==> config.mk <==
export PLATFORM = sky130hd
export DESIGN_NAME = brs_itu
export DESIGN_NICKNAME = d
export VERILOG_FILES = /design/src/design/brs_pkg.sv /design/src/design/brs_itu.sv
export SDC_FILE = /design/constraint.sdc
export NUM_CORES = 1
export LEC_CHECK = 0
export BUFFER_PORTS_ARGS = -buffer_cell sky130_fd_sc_hd__buf_2
export CELL_PAD_IN_SITES_DETAIL_PLACEMENT = 2
export CELL_PAD_IN_SITES_GLOBAL_PLACEMENT = 2
export CORE_AREA = 2 2 198 161
export CTS_CLUSTER_DIAMETER = 100
export CTS_CLUSTER_SIZE = 16
export DETAILED_ROUTE_END_ITERATION = 10
export DIE_AREA = 0 0 200 163
export PLACE_DENSITY = 0.76
export SYNTH_ARGS = -nofsm -noshare
export SYNTH_HDL_FRONTEND = slang
export SYNTH_SLANG_ARGS = --single-unit
==> constraint.sdc <==
create_clock -name clock -period 12.2 [get_ports clock]
set_clock_uncertainty 0.05 [all_clocks]
set_input_delay 2.44 -clock clock [delete_from_list [all_inputs] [get_ports clock]]
set_output_delay 2.44 -clock clock [all_outputs]
set_load 0.05 [all_outputs]
==> src/design/brs_pkg.sv <==
package brs_pkg;

   localparam int MAX_VERTICES_DEF = 1024;
   localparam int COORD_W          = 32;
   localparam int VTX_W            = 3 * COORD_W;
   localparam int SQ_W             = 64;
   localparam int DEN_W            = 34;

   typedef enum logic {
      ITU_SQRT,
      ITU_DIV
   } itu_op_type;

   typedef struct packed {
      logic       start;
      itu_op_type op;
   } itu_req_type;

   typedef struct packed {
      logic busy;
      logic done;
   } itu_stat_type;

endpackage

==> src/design/brs_itu.sv <==
module brs_itu (
   input  logic                            clock,
   input  logic                            reset,
   input  brs_pkg::itu_req_type            req,
   input  logic [brs_pkg::SQ_W-1:0]        num,
   input  logic [brs_pkg::DEN_W-1:0]       den,
   output brs_pkg::itu_stat_type           stat,
   output logic [brs_pkg::SQ_W-1:0]        result
);

   // shared restoring unit: one result bit per step; sqrt takes two radicand bits per step, divide one
   logic                       busy_ff;
   logic                       done_ff;
   brs_pkg::itu_op_type        op_ff;
   logic [6:0]                 cnt_ff;
   logic [35:0]                rem_ff;
   logic [brs_pkg::SQ_W-1:0]   work_ff;
   logic [brs_pkg::SQ_W-1:0]   res_ff;
   logic [brs_pkg::DEN_W-1:0]  den_ff;

   logic [35:0]                rem_t;
   logic [35:0]                trial;
   logic                       ge;
   logic [35:0]                rem_in;
   logic [brs_pkg::SQ_W-1:0]   work_in;

   always_comb begin
      if (op_ff == brs_pkg::ITU_SQRT) begin
         rem_t   = {rem_ff[33:0], work_ff[63:62]};
         trial   = {2'b00, res_ff[31:0], 2'b01};
         work_in = {work_ff[61:0], 2'b00};
      end else begin
         rem_t   = {rem_ff[34:0], work_ff[63]};
         trial   = {2'b00, den_ff};
         work_in = {work_ff[62:0], 1'b0};
      end
      ge     = (rem_t >= trial);
      rem_in = ge ? (rem_t - trial) : rem_t;
   end

   always_ff @(posedge clock) begin
      if (reset) begin
         busy_ff <= 1'b0;
         done_ff <= 1'b0;
      end else begin
         done_ff <= 1'b0;
         if (req.start) begin
            busy_ff <= 1'b1;
            op_ff   <= req.op;
            cnt_ff  <= (req.op == brs_pkg::ITU_SQRT) ? 7'd32 : 7'd64;
            rem_ff  <= '0;
            res_ff  <= '0;
            work_ff <= num;
            den_ff  <= den;
         end else if (busy_ff) begin
            rem_ff  <= rem_in;
            work_ff <= work_in;
            res_ff  <= {res_ff[62:0], ge};
            cnt_ff  <= cnt_ff - 7'd1;
            if (cnt_ff == 7'd1) begin
               busy_ff <= 1'b0;
               done_ff <= 1'b1;
            end
         end
      end
   end

   assign stat.busy = busy_ff;
   assign stat.done = done_ff;
   assign result    = res_ff;

endmodule

==> reports/results.env <==
CRITICAL_PATH_CLASS='reg -> reg'
HOLD_START='busy_ff$_SDFF_PP0_'
FINAL_DESIGN_AREA_NO_FILL_MM2=0.01308
LEAKAGEPOWER_nW=5.137
FILLERINSTANCES=3267
TIMING.FINAL.CRIT_SHARE_PCT=44.14
SYN2LAYOUT_AREA_GROWTH_PCT=14.28
SYNTH.LIB_CELLS_USED.DISTINCT=68
MAIN_FLOP_TYPE_AFTER_SYNTHESIS='sky130_fd_sc_hd__edfxtp_1'
FINALNETCOUNT=1276
CPMOSTUSEDCELL='sky130_fd_sc_hd__buf_4'
DIE_HEIGHT_UM=163
DP_HPWL_UM=22250
R2R_END='rem_ff[9]$_SDFFCE_PP0P_'
DETAIL-ROUTE-ANTENNA-NETS=0
RSZ0062_AT_GRT='no'
VIAS=8225
FIN_CRIT_PS=5385
YS_WARN_COUNT=0
FIRST_PASS_ITERS=4
PLACED_CELLS_INCL_TAPS=1539
SYNTHESIS.NETS=1138
NETLIST_TOP_CELLS_AREA='sky130_fd_sc_hd__edfxtp_1 (54%), sky130_fd_sc_hd__mux2i_1 (8.8%), sky130_fd_sc_hd__nand2_1 (4.3%), sky130_fd_sc_hd__ha_1 (3.9%), sky130_fd_sc_hd__nor2b_1 (3.7%)'
CTS_RESIZED=0
INTERNAL_POWER_mW=1.330
SYNTH-EDFF-COUNT=205
YS_ASYNC_SR_FRACTION_PCT=0
CLOCK_POWER_SHARE_PCT=25.3
SYNTH_SEQ_AREA_SHARE_PCT=54.14
INITIAL_CORE_UTIL_PCT=37.11
SYNTH_TOP_CELL_AREA_SHARE_PCT=53.79
CORE.ROWCOUNT=58
POWER.COMBINATIONAL.FRACTION_PCT=29.6
CTS_TREE='built'
POWER.NET_SWITCHING_mW=0.6447
OUTCOME='complete, no violations'
MAX_CAP_VIOLS=0
SYNTH_CELLS=999
FINAL.SETUP.TNS_PS=0
FINAL-SETUP-VIOL-COUNT=0
CLK_TRANSITION_REPORTED_PATHS_PS=70
WORST_PATH_REQUIRED_PS=12450
GRT_MAX_DEGREE=132
POST-SYNTH-TOP-AREA-CELL='sky130_fd_sc_hd__edfxtp_1'
OVERALL_OVERFLOW_REMAINING_AFTER_GLOBAL_ROUTE=0
LAYOUT.CORE_UTILIZATION_PCT=42.41
MOSTFREQUENTLAYOUTCELLS='sky130_fd_sc_hd__edfxtp_1 (205), sky130_fd_sc_hd__buf_2 (166), sky130_fd_sc_hd__nand2_1 (131)'
WORSTHOLDPATHCELLS=1
TIMING.HOLD.WS_PS=482.8
VDD_IR_DROP_MAX_mV=0.07228
ORDERED_CELL_LIST_FOR_THE_CRITICAL_PATH='buf_4, buf_4, mux2i_1, ha_1, inv_1, fa_1, a211oi_2, o21ai_1, a21oi_2, a21oi_4, o311ai_4, nand2_2, o211a_1, a2111oi_2'
TIMING.CRITICAL_PATH.SLOWEST_CELL_DELAY_PS=730
FIRST_GLOBAL_VIAS=8827
CTS_BUFFERS=16
MAX_SLEW_MARGIN_PCT=19.89
CRIT_ARRIVAL_PS=5630
R2R_START='op_ff$_DFFE_PP_'
SEQ_POWER_SHARE_PCT=45.1
DRT_ITER0_MARKERS=476
VIAS_PER_CELL=5.269
GRTUSAGETOTAL_PCT=19.42
MAXIMUM_LEVEL_OF_THE_CTS_H_TREE=1
FMAX_MHz=185.7
DIEAREA_MM2=0.03260
POSTCTSSETUPBUFFERS=0
FF2FF_PATH_DEPTH=14
DRC=0
CORE-AREA_MM2=0.03084
FINAL_LAYOUT_SIZE_SUFFIX_GT1_SHARE_PCT=21.23
SYN_AREA_PER_CELL_UM2=11.46
WORST_HOLD_PATH_TYPE='reg -> reg'
FINALMAXSLEWVIOLATIONS=0
ROUTABILITYCONGESTION=0.7570
TIMING_HOLD_VIOLATIONS_FINAL=0
NUMPORTBUFFERS=167
CP_SLOWEST_CELL='sky130_fd_sc_hd__buf_4'
DPL_CELL_AREA_MM2=0.01264
WORST-PATH-MAX-FANOUT=48
GRT_PASS1_WL_UM=49820
WIRELENGTH_UM=31530
LAYOUT.CELLS.NON_FILLER=1561
CTS_NUM_SINKS=207
CTS_ROOT_BUF='sky130_fd_sc_hd__clkbuf_16'
IO_PINS=168
WHS_ENDPOINT='done_ff$_SDFF_PP0_'
DETAIL_ROUTE.WL_PER_CELL_UM=20.20
ANTENNA_VIOLATIONS_BEFORE_REPAIR=1
SETUP.WORST_PATH.END_CLASS='flip-flop'
FP.DIEW_UM=200
POSTCTSHOLDBUFS=0
SYN_AREA_MM2=0.01144
WORST_PIN_SLEW_PS=1199
R2R_SETUP_SLACK_PS=6810
SKEW_PAIR_LATE_INSERTION_DELAY_PS=490
CTS_MAX_PATH_BUFFERS=3
POWER-PER-CELL-AREA_mW_PER_MM2=151.0
POWER_SWITCHING_SHARE_PCT=32.65
WORST_SETUP_PATH_START_KIND='flip-flop'
FINAL_COMMON_CELL='sky130_fd_sc_hd__edfxtp_1'
SYNTH_SEQ_CELLS=207
power by group through the flow:
stage	registers, mW	clock network, mW	logic (mW)
6_report	0.891	0.499	0.585
5_1_grt	0.898	0.535	0.656
4_1_cts	0.892	0.512	0.591
3_5_place_dp	0.907	0	0.587
3_3_place_gp	0.904	0	0.567
2_1_floorplan	0.945	0	0.398
how the worst max path moves through the flow:
stage,cells past startpoint,to,slack (ps),from
after floorplan,4,cnt_ff[0]$_SDFFCE_PP0P_,1310,req[1]
after global placement,5,result[7]$_SDFFCE_PP0P_,6630,req[1]
after detailed placement,5,rem_ff[12]$_SDFFCE_PP0P_,6500,req[1]
after CTS,14,rem_ff[9]$_SDFFCE_PP0P_,6750,op_ff$_DFFE_PP_
after global routing,14,rem_ff[9]$_SDFFCE_PP0P_,6340,op_ff$_DFFE_PP_
final,14,rem_ff[9]$_SDFFCE_PP0P_,6810,op_ff$_DFFE_PP_
synthesized netlist by cell type, types with 4 or more instances:
cell type,instances
sky130_fd_sc_hd__clkbuf_1,33
sky130_fd_sc_hd__o21a_1,6
sky130_fd_sc_hd__buf_1,9
sky130_fd_sc_hd__mux2i_1,101
sky130_fd_sc_hd__o21ai_1,7
sky130_fd_sc_hd__or3_1,7
sky130_fd_sc_hd__nor2b_1,68
sky130_fd_sc_hd__ha_1,36
sky130_fd_sc_hd__inv_1,17
sky130_fd_sc_hd__buf_2,6
sky130_fd_sc_hd__nor2_1,37
sky130_fd_sc_hd__a21o_1,8
sky130_fd_sc_hd__o21bai_1,13
sky130_fd_sc_hd__and3_1,4
sky130_fd_sc_hd__o211ai_1,5
sky130_fd_sc_hd__a21oi_1,55
sky130_fd_sc_hd__nand4_1,10
sky130_fd_sc_hd__nor4_1,4
sky130_fd_sc_hd__nor3_1,11
sky130_fd_sc_hd__edfxtp_1,205
sky130_fd_sc_hd__xnor2_1,18
sky130_fd_sc_hd__a211oi_1,11
sky130_fd_sc_hd__buf_4,4
sky130_fd_sc_hd__nand3_1,9
sky130_fd_sc_hd__nand2_1,131
sky130_fd_sc_hd__mux2_2,32
sky130_fd_sc_hd__xor2_1,9
sky130_fd_sc_hd__o21ai_0,81
worst max-delay path: cells and delay by family, from the launching register on:
| kind | cells | cell delay [ps] |
|---|---|---|
| simple gates | 1 | 580 |
| compound gates | 7 | 1880 |
| buf+inv | 3 | 1320 |
| mux | 1 | 320 |
| flops | 1 | 350 |
| fa+ha+maj | 2 | 640 |
routing by layer:
metal	vias to the layer above	GRT usage (%)	routed length [um]
li1	3958	-	-
met1	4111	28.05	15350
met2	129	31.50	14700
met3	27	2.174	949
met4	0	4.040	530
met5	-	0	0
state kept, by name, summed over array words and instances (netlist names):
name     flops
work_ff     64
rem_ff      35
den_ff      34
op_ff        1
busy_ff      1
result      64
done_ff      1
cnt_ff       7
cell type report:
type,count,area [um2],area share (%)
clock buffer,21,440.4,3.367
tap,420,525.5,4.018
multi-input combinational,720,4949,37.84
timing repair buffer,175,902.1,6.898
sequential,207,6196,47.37
inverter,17,63.81,0.4879
antenna,1,2.502,0.01913
metrics by stage:
| step | worst slack [ps] | power, mW |
|---|---|---|
| finish | 6815 | 1.975 |
| global route | 6344 | 2.089 |
| CTS | 6748 | 1.996 |
| detailed placement | 6502 | 1.494 |
| global placement | 6631 | 1.471 |
| floorplan | 1311 | 1.342 |
cell families after synthesis:
kind of cell | Yosys count | synth area share [%]
simple gates | 304 | 13.10
buf+inv | 72 | 2.755
flops | 207 | 54.14
xor+xnor | 27 | 2.066
fa+ha+maj | 37 | 4.111
compound gates | 219 | 11.85
mux | 133 | 11.98
Note: power is estimated with default switching activity, not from simulation.
